<file path="config.mk">
export PLATFORM = sky130hd
export DESIGN_NAME = lcg_ranged_random_source_flat
export DESIGN_NICKNAME = d
export VERILOG_FILES = /design/src/hw/rtl/lrrs_pkg.sv /design/src/hw/rtl/lrrs_if.sv /design/src/hw/rtl/lcg_ranged_random_source.sv /design/src/hw/rtl/lrrs_divider.sv /design/src/hw/rtl/lrrs_datapath.sv /design/src/hw/rtl/lrrs_ctrl.sv /design/src/flat_wrapper.sv
export SDC_FILE = /design/constraint.sdc
export NUM_CORES = 1
export LEC_CHECK = 0
export ABC_AREA = 0
export BUFFER_PORTS_ARGS = -buffer_cell sky130_fd_sc_hd__buf_4
export CAP_MARGIN = 15
export CELL_PAD_IN_SITES_DETAIL_PLACEMENT = 1
export CELL_PAD_IN_SITES_GLOBAL_PLACEMENT = 1
export CORE_ASPECT_RATIO = 0.7
export CORE_MARGIN = 2
export CORE_UTILIZATION = 30
export DETAILED_ROUTE_END_ITERATION = 10
export PLACE_DENSITY = 0.61
export SYNTH_ARGS = -nofsm -noshare
export SYNTH_HDL_FRONTEND = slang
export SYNTH_HIERARCHICAL = 1
export SYNTH_SLANG_ARGS = --single-unit
</file>
<file path="constraint.sdc">
create_clock -name clk -period 5.4 [get_ports clk]
set_input_delay 0.54 -clock clk [delete_from_list [all_inputs] [get_ports clk]]
set_output_delay 0.54 -clock clk [all_outputs]
set_load 0.01 [all_outputs]
</file>
<file path="src/hw/rtl/lrrs_pkg.sv">
// Package for the ranged LCG random source: kind codes, generator constants
// and the command/status structs between controller and datapath.
// Depends on nothing.
package lrrs_pkg;

  localparam int unsigned StateW = 24;
  localparam int unsigned DrawW  = 16;
  localparam int unsigned NumW   = 17;

  typedef logic [2:0] kind_t;

  localparam kind_t KIND_SEED   = 3'd0;
  localparam kind_t KIND_RAW    = 3'd1;
  localparam kind_t KIND_SIGNED = 3'd2;
  localparam kind_t KIND_RANGED = 3'd3;
  localparam kind_t KIND_MIN2   = 3'd4;

  // Only the low 24 bits of the multiplier reach the kept state.
  localparam logic [StateW-1:0] LCG_MUL    = 24'hC64E6D;
  localparam logic [StateW-1:0] LCG_INC    = 24'd12345;
  localparam logic [DrawW-1:0]  RANGE_TOP  = 16'hFFFF;
  localparam logic [DrawW-1:0]  SIGNED_MAX = 16'h7FFF;

  typedef enum logic [1:0] {
    RES_RAW    = 2'd0,
    RES_SIGNED = 2'd1,
    RES_MOD    = 2'd2,
    RES_MIN    = 2'd3
  } res_src_t;

  typedef struct packed {
    logic     load_item;
    logic     seed;
    logic     step;
    logic     div_start;
    logic     div_ceil;
    logic     ceil_load;
    logic     keep_first;
    logic     res_load;
    res_src_t res_src;
    logic     out_load;
  } cmd_t;

  typedef struct packed {
    kind_t kind;
    logic  reject;
    logic  div_done;
  } sts_t;

endpackage

</file>
<file path="src/hw/rtl/lrrs_if.sv">
// Handshake channels of the ranged LCG random source: the item channel and
// the result channel, each with valid, ready and payload.
// Depends on nothing.
interface lrrs_in_if;
  logic        valid;
  logic        ready;
  logic [2:0]  kind;
  logic [23:0] seed_value;
  logic [14:0] limit;

  modport source(output valid, output kind, output seed_value, output limit, input ready);
  modport sink(input valid, input kind, input seed_value, input limit, output ready);
endinterface

interface lrrs_out_if;
  logic               valid;
  logic               ready;
  logic signed [16:0] number;

  modport source(output valid, output number, input ready);
  modport sink(input valid, input number, output ready);
endinterface

</file>
<file path="src/hw/rtl/lcg_ranged_random_source.sv">
// Top level of the ranged LCG random source: controller plus datapath.
// Depends on lrrs_pkg, lrrs_if, lrrs_ctrl and lrrs_datapath.
//
//   channel  | direction | handshake   | payload
//   in_ch    | sink      | valid/ready | kind, seed_value, limit
//   out_ch   | source    | valid/ready | number
//
// One word is worked on at a time: no new word is taken before the last is done.
// A ranged draw runs the shared remainder divider twice, for the rejection bound
// and the remainder; a rejected draw steps again; minimum-of-two takes a second draw.
// Reset is synchronous and clears the generator state to zero.
// A waiting result sits in the output register while the next word is taken.
module lcg_ranged_random_source (
  input  logic       clk,
  input  logic       rst_n,
  lrrs_in_if.sink    in_ch,
  lrrs_out_if.source out_ch
);

  lrrs_pkg::cmd_t cmd;
  lrrs_pkg::sts_t sts;

  lrrs_ctrl u_ctrl (
    .clk       (clk),
    .rst_n     (rst_n),
    .in_valid  (in_ch.valid),
    .in_ready  (in_ch.ready),
    .out_valid (out_ch.valid),
    .out_ready (out_ch.ready),
    .cmd       (cmd),
    .sts       (sts)
  );

  lrrs_datapath u_dp (
    .clk           (clk),
    .rst_n         (rst_n),
    .cmd           (cmd),
    .sts           (sts),
    .in_kind       (in_ch.kind),
    .in_seed_value (in_ch.seed_value),
    .in_limit      (in_ch.limit),
    .out_number    (out_ch.number)
  );

endmodule

</file>
<file path="src/hw/rtl/lrrs_divider.sv">
// Restoring divider, one quotient bit per cycle, returning only the remainder.
// Depends on lrrs_pkg for the draw width.
module lrrs_divider (
  input  logic                         clk,
  input  logic                         rst_n,
  input  logic                         start,
  input  logic [lrrs_pkg::DrawW-1:0]   dividend,
  input  logic [lrrs_pkg::DrawW-1:0]   divisor,
  output logic                         done,
  output logic [lrrs_pkg::DrawW-1:0]   remainder
);

  localparam int unsigned CntW = $clog2(lrrs_pkg::DrawW);

  logic                        busy_r;
  logic                        done_r;
  logic [CntW-1:0]             cnt_r;
  logic [lrrs_pkg::DrawW-1:0]  dq_r;
  logic [lrrs_pkg::DrawW-1:0]  dvs_r;
  logic [lrrs_pkg::DrawW-1:0]  rem_r;
  logic [lrrs_pkg::DrawW:0]    rem_sh;
  logic [lrrs_pkg::DrawW:0]    rem_sub;
  logic [lrrs_pkg::DrawW-1:0]  rem_nxt;

  always_comb begin
    rem_sh  = {rem_r, dq_r[lrrs_pkg::DrawW-1]};
    rem_sub = rem_sh - {1'b0, dvs_r};
    if (rem_sh >= {1'b0, dvs_r}) begin
      rem_nxt = rem_sub[lrrs_pkg::DrawW-1:0];
    end else begin
      rem_nxt = rem_sh[lrrs_pkg::DrawW-1:0];
    end
  end

  always_ff @(posedge clk) begin
    if (!rst_n) begin
      busy_r <= 1'b0;
      done_r <= 1'b0;
      cnt_r  <= '0;
    end else begin
      done_r <= 1'b0;
      if (start) begin
        busy_r <= 1'b1;
        cnt_r  <= '0;
      end else if (busy_r) begin
        cnt_r <= cnt_r + CntW'(1);
        if (cnt_r == CntW'(lrrs_pkg::DrawW - 1)) begin
          busy_r <= 1'b0;
          done_r <= 1'b1;
        end
      end
    end
  end

  always_ff @(posedge clk) begin
    if (start) begin
      dq_r  <= dividend;
      dvs_r <= divisor;
      rem_r <= '0;
    end else if (busy_r) begin
      dq_r  <= {dq_r[lrrs_pkg::DrawW-2:0], 1'b0};
      rem_r <= rem_nxt;
    end
  end

  assign done      = done_r;
  assign remainder = rem_r;

endmodule

</file>
<file path="src/hw/rtl/lrrs_datapath.sv">
// Datapath: generator state with its multiply-add step, item registers,
// rejection bound, result selection and the output register.
// Depends on lrrs_pkg and lrrs_divider.
module lrrs_datapath (
  input  logic                             clk,
  input  logic                             rst_n,
  input  lrrs_pkg::cmd_t                   cmd,
  output lrrs_pkg::sts_t                   sts,
  input  logic [2:0]                       in_kind,
  input  logic [lrrs_pkg::StateW-1:0]      in_seed_value,
  input  logic [14:0]                      in_limit,
  output logic signed [lrrs_pkg::NumW-1:0] out_number
);

  logic [lrrs_pkg::StateW-1:0]      state_r;
  logic [lrrs_pkg::StateW-1:0]      state_nxt;
  lrrs_pkg::kind_t                  kind_r;
  logic [lrrs_pkg::StateW-1:0]      seed_r;
  logic [lrrs_pkg::DrawW-1:0]       span_r;
  logic [lrrs_pkg::DrawW-1:0]       ceil_r;
  logic [lrrs_pkg::DrawW-1:0]       first_r;
  logic signed [lrrs_pkg::NumW-1:0] result_r;
  logic signed [lrrs_pkg::NumW-1:0] result_nxt;
  logic signed [lrrs_pkg::NumW-1:0] number_r;
  logic [lrrs_pkg::DrawW-1:0]       draw;
  logic [lrrs_pkg::DrawW-1:0]       div_dividend;
  logic [lrrs_pkg::DrawW-1:0]       div_rem;
  logic                             div_done;

  assign draw      = state_r[lrrs_pkg::StateW-1:8];
  assign state_nxt = state_r * lrrs_pkg::LCG_MUL + lrrs_pkg::LCG_INC;

  assign div_dividend = cmd.div_ceil ? lrrs_pkg::RANGE_TOP : draw;

  lrrs_divider u_div (
    .clk       (clk),
    .rst_n     (rst_n),
    .start     (cmd.div_start),
    .dividend  (div_dividend),
    .divisor   (span_r),
    .done      (div_done),
    .remainder (div_rem)
  );

  always_comb begin
    case (cmd.res_src)
      lrrs_pkg::RES_RAW: begin
        result_nxt = $signed({1'b0, draw});
      end
      lrrs_pkg::RES_SIGNED: begin
        if (draw > lrrs_pkg::SIGNED_MAX) begin
          result_nxt = $signed({1'b0, lrrs_pkg::SIGNED_MAX}) - $signed({1'b0, draw});
        end else begin
          result_nxt = $signed({1'b0, draw});
        end
      end
      lrrs_pkg::RES_MOD: begin
        result_nxt = $signed({1'b0, div_rem});
      end
      default: begin
        result_nxt = (first_r < div_rem) ? $signed({1'b0, first_r})
                                         : $signed({1'b0, div_rem});
      end
    endcase
  end

  always_ff @(posedge clk) begin
    if (!rst_n) begin
      state_r <= '0;
    end else if (cmd.seed) begin
      state_r <= seed_r;
    end else if (cmd.step) begin
      state_r <= state_nxt;
    end
  end

  always_ff @(posedge clk) begin
    if (cmd.load_item) begin
      kind_r <= in_kind;
      seed_r <= in_seed_value;
      span_r <= {1'b0, in_limit} + 16'd1;
    end
    if (cmd.ceil_load) begin
      ceil_r <= lrrs_pkg::RANGE_TOP - div_rem;
    end
    if (cmd.keep_first) begin
      first_r <= div_rem;
    end
    if (cmd.res_load) begin
      result_r <= result_nxt;
    end
    if (cmd.out_load) begin
      number_r <= result_r;
    end
  end

  assign sts.kind     = kind_r;
  assign sts.reject   = (draw >= ceil_r);
  assign sts.div_done = div_done;
  assign out_number   = number_r;

endmodule

</file>
<file path="src/hw/rtl/lrrs_ctrl.sv">
// Controller state machine: sequences decode, draws, rejection, divider runs
// and the output register handshake.
// Depends on lrrs_pkg.
module lrrs_ctrl (
  input  logic           clk,
  input  logic           rst_n,
  input  logic           in_valid,
  output logic           in_ready,
  output logic           out_valid,
  input  logic           out_ready,
  output lrrs_pkg::cmd_t cmd,
  input  lrrs_pkg::sts_t sts
);

  typedef enum logic [6:0] {
    S_IDLE   = 7'b0000001,
    S_DECODE = 7'b0000010,
    S_CEIL   = 7'b0000100,
    S_STEP   = 7'b0001000,
    S_CHECK  = 7'b0010000,
    S_MOD    = 7'b0100000,
    S_OUT    = 7'b1000000
  } state_t;

  state_t state_r;
  state_t state_nxt;
  logic   second_r;
  logic   second_nxt;
  logic   out_valid_r;
  logic   out_valid_nxt;

  always_comb begin
    state_nxt     = state_r;
    second_nxt    = second_r;
    out_valid_nxt = out_valid_r && !out_ready;
    cmd           = '0;
    cmd.res_src   = lrrs_pkg::RES_RAW;
    cmd.load_item = (state_r == S_IDLE) && in_valid;
    unique case (state_r)
      S_IDLE: begin
        if (in_valid) begin
          state_nxt = S_DECODE;
        end
      end
      S_DECODE: begin
        unique case (sts.kind) inside
          lrrs_pkg::KIND_SEED: begin
            cmd.seed  = 1'b1;
            state_nxt = S_IDLE;
          end
          lrrs_pkg::KIND_RAW, lrrs_pkg::KIND_SIGNED: begin
            state_nxt = S_STEP;
          end
          lrrs_pkg::KIND_RANGED, lrrs_pkg::KIND_MIN2: begin
            cmd.div_start = 1'b1;
            cmd.div_ceil  = 1'b1;
            second_nxt    = 1'b0;
            state_nxt     = S_CEIL;
          end
          default: begin
            state_nxt = S_IDLE;
          end
        endcase
      end
      S_CEIL: begin
        if (sts.div_done) begin
          cmd.ceil_load = 1'b1;
          state_nxt     = S_STEP;
        end
      end
      S_STEP: begin
        cmd.step  = 1'b1;
        state_nxt = S_CHECK;
      end
      S_CHECK: begin
        if (sts.kind == lrrs_pkg::KIND_RAW) begin
          cmd.res_load = 1'b1;
          cmd.res_src  = lrrs_pkg::RES_RAW;
          state_nxt    = S_OUT;
        end else if (sts.kind == lrrs_pkg::KIND_SIGNED) begin
          cmd.res_load = 1'b1;
          cmd.res_src  = lrrs_pkg::RES_SIGNED;
          state_nxt    = S_OUT;
        end else if (sts.reject) begin
          state_nxt = S_STEP;
        end else begin
          cmd.div_start = 1'b1;
          state_nxt     = S_MOD;
        end
      end
      S_MOD: begin
        if (sts.div_done) begin
          if (sts.kind == lrrs_pkg::KIND_RANGED) begin
            cmd.res_load = 1'b1;
            cmd.res_src  = lrrs_pkg::RES_MOD;
            state_nxt    = S_OUT;
          end else if (!second_r) begin
            cmd.keep_first = 1'b1;
            second_nxt     = 1'b1;
            state_nxt      = S_STEP;
          end else begin
            cmd.res_load = 1'b1;
            cmd.res_src  = lrrs_pkg::RES_MIN;
            state_nxt    = S_OUT;
          end
        end
      end
      S_OUT: begin
        if (!out_valid_r || out_ready) begin
          cmd.out_load  = 1'b1;
          out_valid_nxt = 1'b1;
          state_nxt     = S_IDLE;
        end
      end
      default: begin
        state_nxt = S_IDLE;
      end
    endcase
  end

  always_ff @(posedge clk) begin
    if (!rst_n) begin
      state_r     <= S_IDLE;
      second_r    <= 1'b0;
      out_valid_r <= 1'b0;
    end else begin
      state_r     <= state_nxt;
      second_r    <= second_nxt;
      out_valid_r <= out_valid_nxt;
    end
  end

  assign in_ready  = (state_r == S_IDLE);
  assign out_valid = out_valid_r;

endmodule

</file>
<file path="src/flat_wrapper.sv">
// flat-port wrapper written by rule: the top's interface ports become plain ports
module lcg_ranged_random_source_flat 
  (clk, rst_n, in_ch_valid, in_ch_kind, in_ch_seed_value, in_ch_limit, in_ch_ready, out_ch_valid, out_ch_number, out_ch_ready);
  lrrs_in_if in_ch_i ();
  lrrs_out_if out_ch_i ();
  input  logic clk;
  input  logic rst_n;
  input wire logic [$bits(in_ch_i.valid)-1:0] in_ch_valid;
  input wire logic [$bits(in_ch_i.kind)-1:0] in_ch_kind;
  input wire logic [$bits(in_ch_i.seed_value)-1:0] in_ch_seed_value;
  input wire logic [$bits(in_ch_i.limit)-1:0] in_ch_limit;
  output wire logic [$bits(in_ch_i.ready)-1:0] in_ch_ready;
  output wire logic [$bits(out_ch_i.valid)-1:0] out_ch_valid;
  output wire logic [$bits(out_ch_i.number)-1:0] out_ch_number;
  input wire logic [$bits(out_ch_i.ready)-1:0] out_ch_ready;
  assign in_ch_i.valid = in_ch_valid;
  assign in_ch_i.kind = in_ch_kind;
  assign in_ch_i.seed_value = in_ch_seed_value;
  assign in_ch_i.limit = in_ch_limit;
  assign in_ch_ready = in_ch_i.ready;
  assign out_ch_valid = out_ch_i.valid;
  assign out_ch_number = out_ch_i.number;
  assign out_ch_i.ready = out_ch_ready;
  lcg_ranged_random_source u_core (.clk(clk), .rst_n(rst_n), .in_ch(in_ch_i), .out_ch(out_ch_i));
endmodule
</file>
==> flow_summary_export.csv <==
group,metric,value,unit
place,io_buffers,64,
grt,first_global_vias,12231,
detailed_routing,wl_per_cell,20.68,um
place,dp_slack,-0.4954,ns
detailed_routing,totalWireLength,47830,um
place,dp_hpwl,38360,um
finish,fill_cells,5651,
yosys,yosys.area_share.xor_xnor,4.932,%
grt,overflow,0,
yosys,ys_types,90,
grt,grt_pass1_wl,74060,um
worst_setup_path,worst-r2r-setup-slack,-0.23,ns
detailed_routing,drtPass1Iterations,4,
yosys,synthFlopType,"edfxtp_1",
power,power.density,239.8,nW/um^2
timing,skew,0.01548,ns
yosys,synth.avg_cell_area,10.59,um^2
finish,nets,1956,
timing,layout_setup_ws,-0.2307,ns
yosys,synthesis.nets,1789,
yosys,ys_ff_latch,196,
timing,slew_violations,0,
power,peakVddDrop,0.0001659,V
yosys,async_flop_share,0,%
detailed_routing,via_per_inst,5.003,
floorplanning,rows,69,
yosys,ys_seq_area_share,34.53,%
floorplanning,start_util,30.43,%
yosys,synthSimpleGateAreaFrac,9.800,%
clocking,h-tree-depth,4,
finish,syn2layout_area_growth,21.25,%
clocking,cts.sinks,196,
floorplanning,die_w,275.2,um
clocking,worst_skew_pair.late_latency,0.47,ns
yosys,synth_compound_area_share,13.39,%
worst_setup_path,required,5.78,ns
min_path,hp-class,"in -> reg",
place,place.gp.congestion,0.8751,
timing,grt_setup_unrepaired,"true",
worst_setup_path,crit_path_end_kind,"flip-flop",
timing,tightest_slew,1.130,ns
yosys,synth_top_area_share,27.41,%
yosys,synth_top_cell_by_area,"edfxtp_1",
clocking,clock_path_buffers,2,
worst_setup_path,path_max_fanout,3,
run_status,outcome,"finished with violations",
timing,relSlewSlack,24.19,%
worst_setup_path,reg2reg_depth,22,
worst_setup_path,crit_path_start_kind,"flip-flop",
power,total_power,4492,uW
clocking,cts_tree,"done",
yosys,syn_area,15450,um^2
grt,track_usage,18.38,%
clocking,cts_buffers,17,
timing,setup_violations,8,
clocking,cts-root-buf,"clkbuf_16",
timing,fin_crit,5.631,ns
worst_setup_path,r2r-start,"u_core/u_dp/state_r[11]",
floorplanning,io_pins,65,
yosys,synthTopCellsByArea,"edfxtp_1, ha_1, fa_1",
timing,hold_violations,0,
timing,fmax,177.6,MHz
flow_run,cap_violations,0,
detailed_routing,drt_iter0_drc,747,
yosys,synth_warnings,6,
clocking,cts.clk_slew.worst_paths,0.08,ns
worst_setup_path,cp.arrival,6.01,ns
power,p_leak,0.008307,uW
worst_setup_path,startpoint,"u_core/u_dp/state_r[11]",
finish,drive_gt1_share,24.53,%
detailed_routing,drc,0,
timing,finalCritPeriodShare,104.3,%
worst_setup_path,endpoint,"u_core/u_dp/state_r[16]",
yosys,synth.area.mux_share,1.547,%
yosys,synth_edf_count,141,
grt,grt_start_max_net_pins,44,
worst_setup_path,reg2reg_to,"u_core/u_dp/state_r[16]",
clocking,cts_hold_buf,0,
floorplanning,die_h,193.9,um
floorplanning,core,50760,um^2
run_status,violations,"negative setup slack",
detailed_routing,num_vias,11571,
yosys,synth_top_family_by_area,"adder cells",
grt,antenna_found_initial,1,
yosys,synth_fa_ha_area_share,28.15,%
floorplanning,fp.dieArea,53360,um^2
detailed_routing,ant_nets,0,
yosys,syn_inst,1459,
finish,seq_area,5376,um^2
finish,diodes,0,
worst_setup_path,path_class,"reg -> reg",
finish,multiInputGateArea,9454,um^2
[worst min-delay path by stage]
stage	start	end	slack (ns)	cells past startpoint
global placement	u_core/u_dp/span_r[12]	u_core/u_dp/u_div/dvs_r[12]	0.40	0
global route	in_ch_kind[2]	u_core/u_dp/kind_r[2]	0.21	1
CTS	in_ch_seed_value[9]	u_core/u_dp/seed_r[9]	0.21	1
floorplan	u_core/u_dp/result_r[0]	u_core/u_dp/out_number[0]	0.40	0
finish	in_ch_seed_value[9]	u_core/u_dp/seed_r[9]	0.24	1
detailed placement	u_core/u_dp/span_r[12]	u_core/u_dp/u_div/dvs_r[12]	0.41	0
[worst max-delay path, cell delays in order (launching register included)]
cell and delay, ns:
dfxtp_4 0.37, ha_4 0.26, inv_2 0.03, fa_1 0.51, fa_1 0.43, fa_1 0.49
fa_1 0.51, inv_2 0.04, fa_1 0.49, inv_2 0.05, fa_2 0.59, inv_2 0.06
ha_4 0.29, inv_4 0.05, nor3_4 0.21, nand3_2 0.13, a31oi_4 0.23, buf_6 0.15
buf_6 0.11, nor2_2 0.04, nor3b_2 0.19, o31ai_2 0.13, a21oi_1 0.17
[per-layer routing]
| metal | up-vias | track usage [%] | wire, um |
|---|---|---|---|
| met3 | 29 | 3.517 | 2663 |
| met4 | 0 | 3.844 | 542 |
| met1 | 5902 | 29.48 | 25440 |
| met5 | - | 0 | 0 |
| li1 | 5421 | - | - |
| met2 | 219 | 24.99 | 19180 |
[per-stage QoR]
stage | cells | hold WS (ns) | setup TNS, ns | utilization, % | cell area, um^2
floorplan | 1459 | 0.4003 | -0.001608 | - | 15540
global placement | 2263 | 0.4014 | -2.464 | 34.55 | 17540
detailed placement | 2263 | 0.4061 | -3.385 | 34.55 | 17540
CTS | 2304 | 0.2063 | -1.024 | 36.59 | 18570
global route | 2313 | 0.2111 | -2.960 | 36.90 | 18730
finish | 2313 | 0.2375 | -1.269 | 36.90 | 18730
[power by group]
group	internal [uW]	switching [uW]	total (uW)
logic	514	787	1300
registers	1740	192	1930
clock network	608	651	1260
total	2860	1630	4490
[cell type report]
| cell class | instances | area share [%] |
|---|---|---|
| Multi-Input combinational cell | 956 | 50.47 |
| Sequential cell | 196 | 28.70 |
| Timing Repair Buffer | 197 | 8.243 |
| Inverter | 258 | 5.183 |
| Tap cell | 674 | 4.502 |
| Clock buffer | 19 | 2.311 |
| Clock inverter | 13 | 0.5878 |
[cell usage in the layout, fill, tap and decap left out, drive strengths merged, types with 8 or more instances in the layout]
| cell type | instances |
|---|---|
| clkbuf | 19 |
| o21bai | 8 |
| o21ai | 61 |
| and3 | 16 |
| o311ai | 15 |
| nand2 | 53 |
| buf | 197 |
| o221a | 16 |
| xnor2 | 51 |
| nand3 | 32 |
| o21a | 9 |
| dfxtp | 55 |
| mux2 | 15 |
| inv | 266 |
| and2 | 9 |
| a21o | 19 |
| xor2 | 36 |
| fa | 106 |
| a21oi | 58 |
| nand4 | 8 |
| nand2b | 9 |
| nor2 | 60 |
| or2 | 20 |
| ha | 178 |
| edfxtp | 141 |
| a211oi | 17 |
| a311oi | 10 |
| nor2b | 16 |
| nor3 | 20 |
[registers in the layout, summed over array words and instances, names as in the netlist]
signal and count:
u_core/u_ctrl/out_valid 1, u_core/u_ctrl/second_r 1, u_core/u_ctrl/state_r 7, u_core/u_dp/ceil_r 16, u_core/u_dp/first_r 16, u_core/u_dp/kind_r 3
u_core/u_dp/out_number 17, u_core/u_dp/result_r 17, u_core/u_dp/seed_r 24, u_core/u_dp/span_r 16, u_core/u_dp/state_r 24, u_core/u_dp/u_div/busy_r 1
u_core/u_dp/u_div/cnt_r 4, u_core/u_dp/u_div/done 1, u_core/u_dp/u_div/dq_r 16, u_core/u_dp/u_div/dvs_r 16, u_core/u_dp/u_div/remainder 16
[synth_stat cells, drive strengths merged, types with 5 or more instances]
cell type,instances
inv,256
ha,178
edfxtp,141
fa,106
o21ai,61
nor2,60
a21oi,58
dfxtp,55
nand2,53
xnor2,51
xor2,36
nand3,32
clkbuf,30
nor3,20
or2,20
a21o,19
buf,19
a211oi,17
and3,16
nor2b,16
o221a,16
mux2,15
o311ai,15
a311oi,10
and2,9
nand2b,9
o21a,9
nand4,8
o21bai,8
a31oi,7
mux2i,7
nor4,7
o211a,6
o211ai,6
or3,6
or4,6
a211o,5
a221oi,5
a41oi,5
nor3b,5
o2111ai,5
o31ai,5
[timing repair]
item                                    4_1_cts  5_1_grt
resized for setup                            94       26
pin swaps                                    67       45
endpoints found under the setup margin       10       11
setup buffers                                 9        8
hold endpoints to repair                      0        0
[logic make-up after synthesis]
family | after synthesis
compound gates | 282
xor+xnor | 87
fa+ha+maj | 284
buf+inv | 307
flops | 196
mux | 22
simple gates | 281
Power figures use the tool's default switching activity.
